$ cat config.mk
export PLATFORM = sky130hd
export DESIGN_NAME = forth_data_stack_alu
export DESIGN_NICKNAME = d
export VERILOG_FILES = /design/src/hw/rtl/fdsa_pkg.sv /design/src/hw/rtl/fdsa_div.sv /design/src/hw/rtl/fdsa_datapath.sv /design/src/hw/rtl/fdsa_ctrl.sv /design/src/hw/rtl/forth_data_stack_alu.sv
export SDC_FILE = /design/constraint.sdc
export NUM_CORES = 2
export LEC_CHECK = 0
export BUFFER_PORTS_ARGS = -buffer_cell sky130_fd_sc_hd__buf_4
export CORE_UTILIZATION = 45
export DETAILED_ROUTE_END_ITERATION = 8
export GPL_TIMING_DRIVEN = 0
export HOLD_SLACK_MARGIN = 0.02
export PLACE_DENSITY = 0.62
export SYNTH_ARGS = -nofsm -noshare
export SYNTH_HDL_FRONTEND = slang
export SYNTH_SLANG_ARGS = --single-unit
$ cat constraint.sdc
create_clock -name clock -period 12.6 [get_ports clock]
set_input_delay 0.63 -clock clock [delete_from_list [all_inputs] [get_ports clock]]
set_output_delay 0.63 -clock clock [all_outputs]
set_load 0.01 [all_outputs]
$ cat src/hw/rtl/fdsa_pkg.sv
// Shared types, codes and sizes for the Forth data stack word unit.
package fdsa_pkg;

   localparam int STACK_DEPTH   = 64;
   localparam int ADDR_W        = $clog2(STACK_DEPTH);
   localparam int CNT_W         = $clog2(STACK_DEPTH + 1);
   localparam int DATA_W        = 32;
   localparam int CMD_W         = 4;
   localparam int DEPTH_FIELD_W = 7;
   localparam int REQ_TDATA_W   = 40;
   localparam int RSP_TDATA_W   = 48;

   typedef enum logic [CMD_W-1:0] {
      CMD_ADD    = 4'd0,
      CMD_SUB    = 4'd1,
      CMD_MUL    = 4'd2,
      CMD_DIV    = 4'd3,
      CMD_MOD    = 4'd4,
      CMD_PRINT  = 4'd5,
      CMD_EMIT   = 4'd6,
      CMD_DUP    = 4'd7,
      CMD_DROP   = 4'd8,
      CMD_CR     = 4'd9,
      CMD_INDEX  = 4'd10,
      CMD_INVERT = 4'd11,
      CMD_EQUAL  = 4'd12
   } cmd_type;

   typedef enum logic [1:0] {
      ST_OK    = 2'd0,
      ST_UNDER = 2'd1,
      ST_OVER  = 2'd2,
      ST_DIVZ  = 2'd3
   } status_type;

   typedef enum logic [1:0] {
      EV_NONE    = 2'd0,
      EV_PRINT   = 2'd1,
      EV_EMIT    = 2'd2,
      EV_NEWLINE = 2'd3
   } event_type;

   // Commands from the controller to the datapath.
   typedef struct packed {
      logic load;
      logic rd_top;
      logic rd_next;
      logic ld_b;
      logic ld_a;
      logic div_start;
      logic finish;
   } dp_cmd_type;

   // Status from the datapath back to the controller.
   typedef struct packed {
      logic div_needed;
      logic div_busy;
   } dp_stat_type;

endpackage

$ cat src/hw/rtl/fdsa_div.sv
// Iterative unsigned restoring divider, one quotient bit per cycle.
module fdsa_div (
   input  logic                       clock,
   input  logic                       reset,
   input  logic                       start,
   input  logic [fdsa_pkg::DATA_W-1:0] dividend,
   input  logic [fdsa_pkg::DATA_W-1:0] divisor,
   output logic                       busy,
   output logic [fdsa_pkg::DATA_W-1:0] quotient,
   output logic [fdsa_pkg::DATA_W-1:0] remainder
);
   import fdsa_pkg::*;

   localparam int STEP_W = $clog2(DATA_W);

   logic              busy_ff;
   logic [STEP_W-1:0] step_ff;
   logic [DATA_W-1:0] quo_ff;
   logic [DATA_W-1:0] rem_ff;
   logic [DATA_W-1:0] dvs_ff;
   logic [DATA_W:0]   shifted;
   logic [DATA_W:0]   diff;

   // A clear top bit of the difference means the divisor fits.
   assign shifted = {rem_ff, quo_ff[DATA_W-1]};
   assign diff    = shifted - {1'b0, dvs_ff};

   always_ff @(posedge clock) begin
      if (reset) begin
         busy_ff <= 1'b0;
      end else if (start) begin
         busy_ff <= 1'b1;
      end else if (busy_ff && step_ff == '0) begin
         busy_ff <= 1'b0;
      end
   end

   always_ff @(posedge clock) begin
      if (start) begin
         quo_ff  <= dividend;
         rem_ff  <= '0;
         dvs_ff  <= divisor;
         step_ff <= STEP_W'(DATA_W - 1);
      end else if (busy_ff) begin
         step_ff <= step_ff - 1'b1;
         if (!diff[DATA_W]) begin
            rem_ff <= diff[DATA_W-1:0];
            quo_ff <= {quo_ff[DATA_W-2:0], 1'b1};
         end else begin
            rem_ff <= shifted[DATA_W-1:0];
            quo_ff <= {quo_ff[DATA_W-2:0], 1'b0};
         end
      end
   end

   assign busy      = busy_ff;
   assign quotient  = quo_ff;
   assign remainder = rem_ff;

endmodule

$ cat src/hw/rtl/fdsa_datapath.sv
// Stack memory, operand registers, word evaluation and result registers.
module fdsa_datapath (
   input  logic                        clock,
   input  logic                        reset,
   input  fdsa_pkg::dp_cmd_type        dp_cmd,
   output fdsa_pkg::dp_stat_type       dp_stat,
   input  fdsa_pkg::cmd_type           req_command,
   input  logic [fdsa_pkg::DATA_W-1:0] req_loop_index,
   output fdsa_pkg::status_type        rsp_status,
   output fdsa_pkg::event_type         rsp_event_kind,
   output logic [fdsa_pkg::DATA_W-1:0] rsp_event_value,
   output logic [fdsa_pkg::DEPTH_FIELD_W-1:0] rsp_stack_depth
);
   import fdsa_pkg::*;

   logic [DATA_W-1:0] mem [STACK_DEPTH];

   cmd_type            cmd_ff;
   logic [DATA_W-1:0]  idx_ff;
   logic [DATA_W-1:0]  a_ff;
   logic [DATA_W-1:0]  b_ff;
   logic [DATA_W-1:0]  rd_ff;
   logic [CNT_W-1:0]   count_ff;
   logic [CNT_W-1:0]   count_in;
   status_type         status_ff;
   status_type         status_in;
   event_type          kind_ff;
   event_type          kind_in;
   logic [DATA_W-1:0]  value_ff;
   logic [DATA_W-1:0]  value_in;
   logic [DEPTH_FIELD_W-1:0] depth_ff;

   logic [1:0]         need;
   logic               under;
   logic               over;
   logic               is_div;
   logic               b_zero;
   logic               ok;
   logic [ADDR_W-1:0]  top_addr;
   logic [ADDR_W-1:0]  next_addr;
   logic [ADDR_W-1:0]  push_addr;
   logic [ADDR_W-1:0]  rd_addr;
   logic               wr_en;
   logic [ADDR_W-1:0]  wr_addr;
   logic [DATA_W-1:0]  wr_data;
   logic [DATA_W-1:0]  mag_a;
   logic [DATA_W-1:0]  mag_b;
   logic [DATA_W-1:0]  quo;
   logic [DATA_W-1:0]  rem;
   logic [DATA_W-1:0]  quo_s;
   logic [DATA_W-1:0]  rem_s;
   logic [DATA_W-1:0]  mul_lo;
   logic [DATA_W-1:0]  res;

   assign top_addr  = ADDR_W'(count_ff - CNT_W'(1));
   assign next_addr = ADDR_W'(count_ff - CNT_W'(2));
   assign push_addr = ADDR_W'(count_ff);
   assign rd_addr   = dp_cmd.rd_next ? next_addr : top_addr;

   always_comb begin
      case (cmd_ff)
         CMD_ADD, CMD_SUB, CMD_MUL, CMD_DIV, CMD_MOD, CMD_EQUAL: need = 2'd2;
         CMD_PRINT, CMD_EMIT, CMD_DUP, CMD_DROP, CMD_INVERT:     need = 2'd1;
         default:                                                need = 2'd0;
      endcase
   end

   assign under  = count_ff < CNT_W'(need);
   assign over   = (cmd_ff == CMD_DUP || cmd_ff == CMD_INDEX) &&
                   count_ff == CNT_W'(STACK_DEPTH);
   assign is_div = cmd_ff == CMD_DIV || cmd_ff == CMD_MOD;
   assign b_zero = b_ff == '0;
   assign ok     = !under && !over && !(is_div && b_zero);

   assign dp_stat.div_needed = is_div && !under && !b_zero;

   assign mag_a = a_ff[DATA_W-1] ? -a_ff : a_ff;
   assign mag_b = b_ff[DATA_W-1] ? -b_ff : b_ff;

   fdsa_div u_div (
      .clock     (clock),
      .reset     (reset),
      .start     (dp_cmd.div_start),
      .dividend  (mag_a),
      .divisor   (mag_b),
      .busy      (dp_stat.div_busy),
      .quotient  (quo),
      .remainder (rem)
   );

   // Quotient takes the sign of a xor b, remainder the sign of the dividend.
   assign quo_s  = (a_ff[DATA_W-1] ^ b_ff[DATA_W-1]) ? -quo : quo;
   assign rem_s  = a_ff[DATA_W-1] ? -rem : rem;
   assign mul_lo = a_ff * b_ff;

   always_comb begin
      case (cmd_ff)
         CMD_ADD: res = a_ff + b_ff;
         CMD_SUB: res = a_ff - b_ff;
         CMD_MUL: res = mul_lo;
         CMD_DIV: res = quo_s;
         CMD_MOD: res = rem_s;
         default: res = (a_ff == b_ff) ? '1 : '0;
      endcase
   end

   always_comb begin
      wr_en     = 1'b0;
      wr_addr   = next_addr;
      wr_data   = res;
      count_in  = count_ff;
      kind_in   = EV_NONE;
      value_in  = '0;
      if (under) begin
         status_in = ST_UNDER;
      end else if (over) begin
         status_in = ST_OVER;
      end else if (is_div && b_zero) begin
         status_in = ST_DIVZ;
      end else begin
         status_in = ST_OK;
      end
      if (ok) begin
         case (cmd_ff)
            CMD_ADD, CMD_SUB, CMD_MUL, CMD_DIV, CMD_MOD, CMD_EQUAL: begin
               wr_en    = 1'b1;
               count_in = count_ff - CNT_W'(1);
            end
            CMD_PRINT: begin
               kind_in  = EV_PRINT;
               value_in = b_ff;
               count_in = count_ff - CNT_W'(1);
            end
            CMD_EMIT: begin
               kind_in  = EV_EMIT;
               value_in = {{(DATA_W-8){1'b0}}, b_ff[7:0]};
               count_in = count_ff - CNT_W'(1);
            end
            CMD_DUP: begin
               wr_en    = 1'b1;
               wr_addr  = push_addr;
               wr_data  = b_ff;
               count_in = count_ff + CNT_W'(1);
            end
            CMD_DROP: begin
               count_in = count_ff - CNT_W'(1);
            end
            CMD_CR: begin
               kind_in = EV_NEWLINE;
            end
            CMD_INDEX: begin
               wr_en    = 1'b1;
               wr_addr  = push_addr;
               wr_data  = idx_ff;
               count_in = count_ff + CNT_W'(1);
            end
            CMD_INVERT: begin
               wr_en   = 1'b1;
               wr_addr = top_addr;
               wr_data = b_zero ? '1 : '0;
            end
            default: begin
               wr_en = 1'b0;
            end
         endcase
      end
   end

   always_ff @(posedge clock) begin
      if (reset) begin
         count_ff <= '0;
      end else if (dp_cmd.finish) begin
         count_ff <= count_in;
      end
   end

   always_ff @(posedge clock) begin
      if (dp_cmd.rd_top || dp_cmd.rd_next) begin
         rd_ff <= mem[rd_addr];
      end
      if (dp_cmd.finish && wr_en) begin
         mem[wr_addr] <= wr_data;
      end
   end

   always_ff @(posedge clock) begin
      if (dp_cmd.load) begin
         cmd_ff <= req_command;
         idx_ff <= req_loop_index;
      end
      if (dp_cmd.ld_b) begin
         b_ff <= rd_ff;
      end
      if (dp_cmd.ld_a) begin
         a_ff <= rd_ff;
      end
      if (dp_cmd.finish) begin
         status_ff <= status_in;
         kind_ff   <= kind_in;
         value_ff  <= value_in;
         depth_ff  <= DEPTH_FIELD_W'(count_in);
      end
   end

   assign rsp_status      = status_ff;
   assign rsp_event_kind  = kind_ff;
   assign rsp_event_value = value_ff;
   assign rsp_stack_depth = depth_ff;

endmodule

$ cat src/hw/rtl/fdsa_ctrl.sv
// Sequencing state machine and output handshake for the word unit.
module fdsa_ctrl (
   input  logic                  clock,
   input  logic                  reset,
   input  logic                  req_tvalid,
   output logic                  req_tready,
   output logic                  rsp_tvalid,
   input  logic                  rsp_tready,
   output fdsa_pkg::dp_cmd_type  dp_cmd,
   input  fdsa_pkg::dp_stat_type dp_stat
);
   import fdsa_pkg::*;

   typedef enum logic [2:0] {
      S_IDLE,
      S_RD_TOP,
      S_RD_NEXT,
      S_LD_A,
      S_CHECK,
      S_DIV,
      S_FINISH
   } state_type;

   state_type state_ff;
   logic      rsp_valid_ff;
   logic      slot_free;

   assign req_tready = state_ff == S_IDLE;
   assign rsp_tvalid = rsp_valid_ff;
   assign slot_free  = !rsp_valid_ff || rsp_tready;

   always_comb begin
      dp_cmd           = '0;
      dp_cmd.load      = state_ff == S_IDLE && req_tvalid;
      dp_cmd.rd_top    = state_ff == S_RD_TOP;
      dp_cmd.rd_next   = state_ff == S_RD_NEXT;
      dp_cmd.ld_b      = state_ff == S_RD_NEXT;
      dp_cmd.ld_a      = state_ff == S_LD_A;
      dp_cmd.div_start = state_ff == S_CHECK && dp_stat.div_needed;
      dp_cmd.finish    = state_ff == S_FINISH && slot_free;
   end

   always_ff @(posedge clock) begin
      if (reset) begin
         state_ff     <= S_IDLE;
         rsp_valid_ff <= 1'b0;
      end else begin
         if (rsp_valid_ff && rsp_tready) begin
            rsp_valid_ff <= 1'b0;
         end
         if (dp_cmd.finish) begin
            rsp_valid_ff <= 1'b1;
         end
         case (state_ff)
            S_IDLE: begin
               if (req_tvalid) begin
                  state_ff <= S_RD_TOP;
               end
            end
            S_RD_TOP:  state_ff <= S_RD_NEXT;
            S_RD_NEXT: state_ff <= S_LD_A;
            S_LD_A:    state_ff <= S_CHECK;
            S_CHECK: begin
               state_ff <= dp_stat.div_needed ? S_DIV : S_FINISH;
            end
            S_DIV: begin
               if (!dp_stat.div_busy) begin
                  state_ff <= S_FINISH;
               end
            end
            S_FINISH: begin
               if (slot_free) begin
                  state_ff <= S_IDLE;
               end
            end
            default: state_ff <= S_IDLE;
         endcase
      end
   end

endmodule

$ cat src/hw/rtl/forth_data_stack_alu.sv
// Top level of the Forth data stack word unit: controller, datapath and checks.
//
//  Channel  Direction  Payload
//  req_     in         tdata: command [3:0], loop_index [35:4], zero [39:36]
//  rsp_     out        tdata: status [1:0], event_value [33:2], stack_depth [40:34];
//                      tuser: event_kind [1:0]
//
// Each item is taken in the idle state; the top two stack entries are then read from the
// single-port stack memory over the RD_TOP, RD_NEXT and LD_A states and the word is
// checked in the CHECK state. Most words then go straight to FINISH, which places the
// result in the output register. Divide and modulo with valid operands also run the
// 32-step shift-subtract divider in the DIV state first, which makes them the slowest
// words; a new item is taken only once the unit is back in the idle state. Reset clears
// the stack count, the controller and handshake state and the divider's busy flag only;
// the stack memory is not cleared. A stalled result waits in the output register while
// the next item is taken and runs up to its final step, where it waits until the output register is free.
module forth_data_stack_alu (
   input  logic                                 clock,
   input  logic                                 reset,
   input  logic                                 req_tvalid,
   output logic                                 req_tready,
   // command [3:0], loop_index [35:4], zero padding [39:36]
   input  logic [fdsa_pkg::REQ_TDATA_W-1:0]     req_tdata,
   output logic                                 rsp_tvalid,
   input  logic                                 rsp_tready,
   // status [1:0], event_value [33:2], stack_depth [40:34], zero padding [47:41]
   output logic [fdsa_pkg::RSP_TDATA_W-1:0]     rsp_tdata,
   // event_kind [1:0]
   output logic [1:0]                           rsp_tuser
);
   import fdsa_pkg::*;

   dp_cmd_type                dp_cmd;
   dp_stat_type               dp_stat;
   status_type                status;
   event_type                 event_kind;
   logic [DATA_W-1:0]         event_value;
   logic [DEPTH_FIELD_W-1:0]  stack_depth;

   fdsa_ctrl u_ctrl (
      .clock      (clock),
      .reset      (reset),
      .req_tvalid (req_tvalid),
      .req_tready (req_tready),
      .rsp_tvalid (rsp_tvalid),
      .rsp_tready (rsp_tready),
      .dp_cmd     (dp_cmd),
      .dp_stat    (dp_stat)
   );

   // The datapath latches the item only when the controller says it is taken.
   fdsa_datapath u_datapath (
      .clock           (clock),
      .reset           (reset),
      .dp_cmd          (dp_cmd),
      .dp_stat         (dp_stat),
      .req_command     (cmd_type'(req_tdata[CMD_W-1:0])),
      .req_loop_index  (req_tdata[CMD_W+DATA_W-1:CMD_W]),
      .rsp_status      (status),
      .rsp_event_kind  (event_kind),
      .rsp_event_value (event_value),
      .rsp_stack_depth (stack_depth)
   );

   assign rsp_tdata = {(RSP_TDATA_W - DEPTH_FIELD_W - DATA_W - 2)'(0),
                       stack_depth, event_value, status};
   assign rsp_tuser = event_kind;

   // Once an item is taken the unit is busy with it for the next cycle.
   a_busy_after_accept: assert property (@(posedge clock) disable iff (reset)
      (req_tvalid && req_tready) |=> !req_tready)
      else $error("item accepted while the previous one was still in work");

   // A failing word never reports an event.
   a_fail_no_event: assert property (@(posedge clock) disable iff (reset)
      (rsp_tvalid && status != ST_OK) |-> event_kind == EV_NONE)
      else $error("event reported together with a failure status");

   // An emitted character carries only its low byte.
   a_emit_byte: assert property (@(posedge clock) disable iff (reset)
      (rsp_tvalid && event_kind == EV_EMIT) |-> event_value[DATA_W-1:8] == '0)
      else $error("emit event with upper value bits set");

endmodule

== After elaboration in Yosys (flattened, before gate mapping) ==
Memory sizes are Yosys's and may differ from the RTL's. A register that Yosys moved wholly into a read port is not among the register bits.
Index checks and enable logic that the tools add are counted.
Word-level totals
  bits in registers: 256
  bits in writable memories: 2048
  bits in read-only memories: 32
  word-level logic and storage cells: 124
  memories kept: 2
Memory list
  u_datapath.mem: words 64, width 32, read ports 1, clocked after memory_dff 1, write ports 1, RTL line fdsa_datapath.sv:16  | logic [DATA_W-1:0] mem [STACK_DEPTH];
  (no name shown): words 16, width 2, read ports 1, clocked after memory_dff 1, write ports 0, RTL line fdsa_datapath.sv:61  | case (cmd_ff)
Cells by class
  $add $sub $neg: 11
  multiply operators: 1
  order comparisons: 1
  equality and inequality tests: 23
  mux-type cells: 36
  bitwise gates (word level): 1
  reduce and logical (&&, ||, !) cells: 32
Operator list (count)
  two-way mux 32 bit: 9
  one-hot mux 32 bit (5 select lines): 1
  negation 32 bit: 4
  one-hot mux 32 bit (3 select lines): 1
  one-hot mux 32 bit (2 select lines): 1
  subtractor 33 x 32 -> 33 bit: 1
  adder 32 bit: 1
  equality test 32 bit: 1
  logical NOT 32 bit: 1
  multiplier 32 x 32 -> 32 bit: 1
  subtractor 32 bit: 1
  two-way mux 31 bit: 1
  one-hot mux 3 bit (7 select lines): 1
  equality test 4 bit (second input constant): 5
  OR reduction 9 bit: 2
  equality test 4 x 3 -> 1 bit (second input constant): 4
  one-hot mux 7 bit (2 select lines): 1
  logical AND 1 bit: 12
  two-way mux 6 bit: 2
  one-hot mux 6 bit (2 select lines): 1
  equality test 3 bit (second input constant): 3
  two-way mux 1 bit: 9
  two-way mux 3 bit: 3
  equality test 4 x 2 -> 1 bit (second input constant): 2
  other kinds (24): 37

== Longest topological paths before layout ==
  depth after elaboration: 10
  depth in mapped cells: 29
  mapped depth without buffers: 27

== Hierarchy ==
A second synthesis with hierarchy kept.
Second synthesis, totals
  cells, all modules: 7363
  area total of the unflattened synthesis: 114682.5 um2
By module, submodules not included
  fdsa_datapath: instances 1, cells an instance 6746, area each 108445.3 um2, seq. area each 66934.2 um2
  fdsa_div: instances 1, cells an instance 576, area each 5895.7 um2, seq. area each 2682.6 um2
  fdsa_ctrl: instances 1, cells an instance 33, area each 285.3 um2, seq. area each 80.1 um2
  forth_data_stack_alu: instances 1, cells an instance 8, area each 56.3 um2, seq. area each 0.0 um2

== Worst setup path after synthesis ==
Ideal clock, no wire load.
  kind: register to register
  start: register u_datapath.a_ff[16]
  end: memory u_datapath.mem[0][28] (data pin)
  library setup time: 0.588 ns
  arrival time: 8.738 ns
  slack: 3.273 ns
  cell stages (with the launch flop): 25
  period minus slack after synthesis: 9.327 ns
  cells stage by stage: edfxtp_1 clkbuf_1 clkbuf_1 and2_1 fa_1 fa_1 fa_1 inv_1 fa_1 inv_1 fa_1 fa_1 fa_1 fa_1 ha_1 a21o_1 a21o_1 a21oi_1 a21boi_0 o31ai_1 a211o_1 a21oi_1 xnor2_1 nand2_1 a31oi_1
Between the ends
  word-level cells in the longest chain between the ends: 5
RTL lines
  start: declaration: RTL line fdsa_datapath.sv:20  | logic [DATA_W-1:0] a_ff;
  start signal: assignment: RTL line fdsa_datapath.sv:195  | a_ff <= rd_ff;
  branches (longest 2 deep; another with multiplier 32 x 32 -> 32 bit)
  one-hot mux 32 bit (5 select lines) *: RTL line fdsa_datapath.sv:97  | case (cmd_ff)
  one-hot mux 32 bit (3 select lines): RTL line fdsa_datapath.sv:124  | case (cmd_ff)
  two-way mux 32 bit *: RTL line fdsa_datapath.sv:123  | if (ok) begin
  via u_datapath.wr_data[28]: RTL line fdsa_datapath.sv:45  | logic [DATA_W-1:0] wr_data;
  end: declaration: RTL line fdsa_datapath.sv:16
Mark *: on every way through the listed nets, which the timed path passes.

== Final worst setup path ==
  start: register u_datapath.b_ff[7]
  end: memory u_datapath.mem[53][31] (data pin)
Between the ends
  word-level cells in the longest chain between the ends: 5
RTL lines
  start: declaration: RTL line fdsa_datapath.sv:21  | logic [DATA_W-1:0] b_ff;
  start signal: assignment: RTL line fdsa_datapath.sv:192  | b_ff <= rd_ff;
  branches (longest 4 deep; another with multiplier 32 x 32 -> 32 bit)
  two-way mux 32 bit *: RTL line fdsa_datapath.sv:123
  via u_datapath.wr_data[31]: RTL line fdsa_datapath.sv:45
Marked as above.

==> results_dict.tcl <==
set metrics [dict create \
    status "finished with violations" \
    violations "DRC, capacitance limit, slew limit" \
    synthesis.area_mm2 0.114 \
    drv_cap 1 \
    synthToLayoutAreaGrowth_pct 14.6 \
    synth-main-ff-cell "edfxtp_1" \
    p_leak_nw 44.7 \
    die_area_mm2 0.254 \
    vias 68800 \
    final_cell_mix "edfxtp_1 (2287), mux4_2 (512), inv_1 (488)" \
    pwr-share-comb 0.496 \
    nets 8427 \
    finalWorstSetupSlack_ns 1.66 \
    p_int_mw 20.1 \
    synth_area_per_cell_um2 15.6 \
    worstPathArrival_ns 11.65 \
    rsz0062_at_grt "false" \
    clk_path_buf_depth 3 \
    clk_latency_ns 0.90 \
    ir_worst_vdd_v 0.00104 \
    place_area_mm2 0.122 \
    root_buffer "clkbuf_16" \
    ant_nets 0 \
    stdcell_area_mm2 0.130 \
    wl_per_cell_um 32.1 \
    fin_skew_ns 0.101 \
    ys_seq_area_frac 0.614 \
    routed_via_density 6.09 \
    cp_slowest_cell "clkbuf_1" \
    dp_cells 10800 \
    stdcell_count 11300 \
    yosys.cell_types.count 83 \
    gp_congestion 1.09 \
    ys_ff_latch 2338 \
    synthesis.instances 7259 \
    io_buffer_count 84 \
    pwr-share-clk 0.197 \
    synth-edff-count 2287 \
    maxSlewViolCount 2 \
    layout_commonest_cell "edfxtp_1" \
    crit_fanout 29 \
    cts_buffers 224 \
    die_y_um 504 \
    critPathLaunchType "flip-flop" \
    clkTransAtPathRegs_ns 0.06 \
    core_mm2 0.251 \
    async_flop_share 0 \
    hp-class "primary input to flip-flop" \
    fmax_mhz 91.4 \
    cts_tree "built" \
    htreeDepth 4 \
    setup-violations-final 0 \
    drtPass1Iterations 9 \
    cts-resized-gates 0 \
    cp-end-kind "flip-flop" \
    grt_antenna_before_repair 28 \
    tightest_slew_ns 1.51 \
    p_sw_mw 14.4 \
    hold_violations 0 \
    path_common_cell "fa_1" \
    finalCritPeriodShare 0.868 \
    grt_max_degree 42 \
    io_pins 96 \
    grt_util_all_layers 0.284 \
    max_stage_delay_ns 1.10 \
    pwr_density_cell_mw_per_mm2 265 \
    worst_ep_required_time_ns 13.31 \
    die_x_um 504 \
    max-slew-margin-rel -0.0141 \
    path_class "flip-flop to flip-flop" \
    rows 184 \
    grt_first_pass_wirelength_um 510000 \
    drtIter0Drc 8915 \
    dpl_worst_slack_ns 1.90 \
    share_seq_of_total_power 0.307 \
    cts_sinks 2338 \
    period_minus_slack_ns 10.94 \
    power_mw 34.5 \
    route.detailed.drc 1 \
    final_core_util 0.518 \
    start_util 0.452 \
    overflow 0 \
    grt_pass1_vias 67600 \
    p_sw_frac 0.418 \
    post-dp-hpwl_um 271000 \
    routed_wl_um 362000 \
    yosys_warnings 0 \
    drive_above_1_share 0.155 \
]
==> final timing paths <==
path | slack, ns | end | from | cells past startpoint
setup / recovery | 1.66 | u_datapath.mem[53][31] | u_datapath.b_ff[7] | 28
hold / removal | 0.06 | u_datapath.idx_ff[30] | req_tdata[34] | 1
setup reg to reg | 1.66 | u_datapath.mem[53][31] | u_datapath.b_ff[7] | 28
hold reg to reg | 0.42 | u_datapath.a_ff[26] | u_datapath.rd_ff[26] | 0
==> critical path: cells and delay by family (launching register included) <==
| family | cells | cell delay [ns] |
|---|---|---|
| fa+ha+maj | 9 | 4.23 |
| buf+inv | 8 | 2.59 |
| compound gates | 4 | 1.92 |
| simple gates | 6 | 1.27 |
| flops | 1 | 0.45 |
| xor+xnor | 1 | 0.23 |
==> Yosys cell counts (19+ instances only) <==
master / count / area share
edfxtp_1: 2287 / 0.60
nand2_1: 393 / 0.013
a31oi_1: 36 / 0.0020
a21o_1: 37 / 0.0024
nand2b_1: 35 / 0.0019
o41ai_1: 20 / 0.0015
and2_1: 262 / 0.014
buf_2: 23 / 0.0010
nor2_1: 259 / 0.0086
or3_1: 26 / 0.0014
o21a_1: 19 / 0.0013
fa_1: 411 / 0.072
mux2i_1: 162 / 0.014
clkbuf_1: 329 / 0.011
dfxtp_1: 51 / 0.0090
xnor2_1: 149 / 0.011
nor2b_1: 150 / 0.0083
a21oi_1: 308 / 0.014
o31ai_1: 41 / 0.0027
or4_1: 21 / 0.0014
nor4_1: 22 / 0.0012
nand3_1: 47 / 0.0021
o221ai_1: 25 / 0.0019
a211oi_1: 240 / 0.016
nor3_1: 65 / 0.0029
o21ai_0: 193 / 0.0085
mux4_2: 512 / 0.10
inv_1: 489 / 0.016
buf_1: 78 / 0.0026
xor2_1: 112 / 0.0086
ha_1: 230 / 0.025
a221oi_1: 43 / 0.0033
o22ai_1: 19 / 0.0010
==> area by class of cell <==
type	instances	area, µm²
clock buffers	268	5820
inverters	491	1840
clock inverters	149	1620
plain buffers	438	1710
fillers	20500	121000
multi-input cells	3998	41300
flip-flops and latches	2338	69700
repair buffers	251	3840
well taps	3348	4190
diodes	17	42.5
==> sequential cells by signal, summed over array words and instances (netlist names), 3 cells and up <==
| register | cells |
|---|---|
| u_datapath.a_ff | 32 |
| u_datapath.cmd_ff | 4 |
| u_datapath.u_div.quotient | 32 |
| u_datapath.u_div.step_ff | 5 |
| u_datapath.b_ff | 32 |
| u_datapath.idx_ff | 32 |
| u_datapath.mem | 2048 |
| u_datapath.count_ff | 7 |
| u_datapath.rsp_stack_depth | 7 |
| u_ctrl.state_ff | 3 |
| u_datapath.rd_ff | 32 |
| u_datapath.u_div.dvs_ff | 32 |
| u_datapath.u_div.remainder | 32 |
| u_datapath.rsp_event_value | 32 |
==> routing by layer <==
| metal | up-vias | routed length [µm] | global-route usage |
|---|---|---|---|
| met2 | 3742 | 161000 | 0.422 |
| met4 | 12 | 20000 | 0.133 |
| met5 | - | 311 | 0 |
| met3 | 663 | 34000 | 0.0570 |
| li1 | 28500 | - | - |
| met1 | 36000 | 147000 | 0.403 |
==> power by group through the flow <==
stage	registers (mW)	clock network, mW	logic (mW)
CTS	10.6	6.88	17.0
floorplan	11.2	0	9.69
global placement	11.3	0	15.3
detailed placement	10.8	0	16.9
global route	10.6	7.18	18.4
finish	10.6	6.80	17.1
==> timing repair <==
action / in CTS / in global routing
hold buffers: 32 / 0
endpoints found under the hold margin: 32 / 0
setup buffers: 0 / 0
==> through the flow <==
stage               TNS (ns)  hold slack, ns
floorplan                  0           0.421
global placement    -2391.15           0.427
detailed placement         0           0.430
CTS                        0          0.0238
global route               0          0.0193
finish                     0          0.0574
==> cells by family after synthesis <==
logic type,Yosys count,synth area share
multiplexers,676,0.116
AO/OA/AOI/OAI,1078,0.0620
AND/OR/NAND/NOR,1334,0.0587
other,1,0.0000330
XOR/XNOR,262,0.0203
flip-flops,2338,0.614
buffers and inverters,929,0.0313
adder cells (fa/ha/maj),641,0.0978
(Power assumes the default switching activity.)
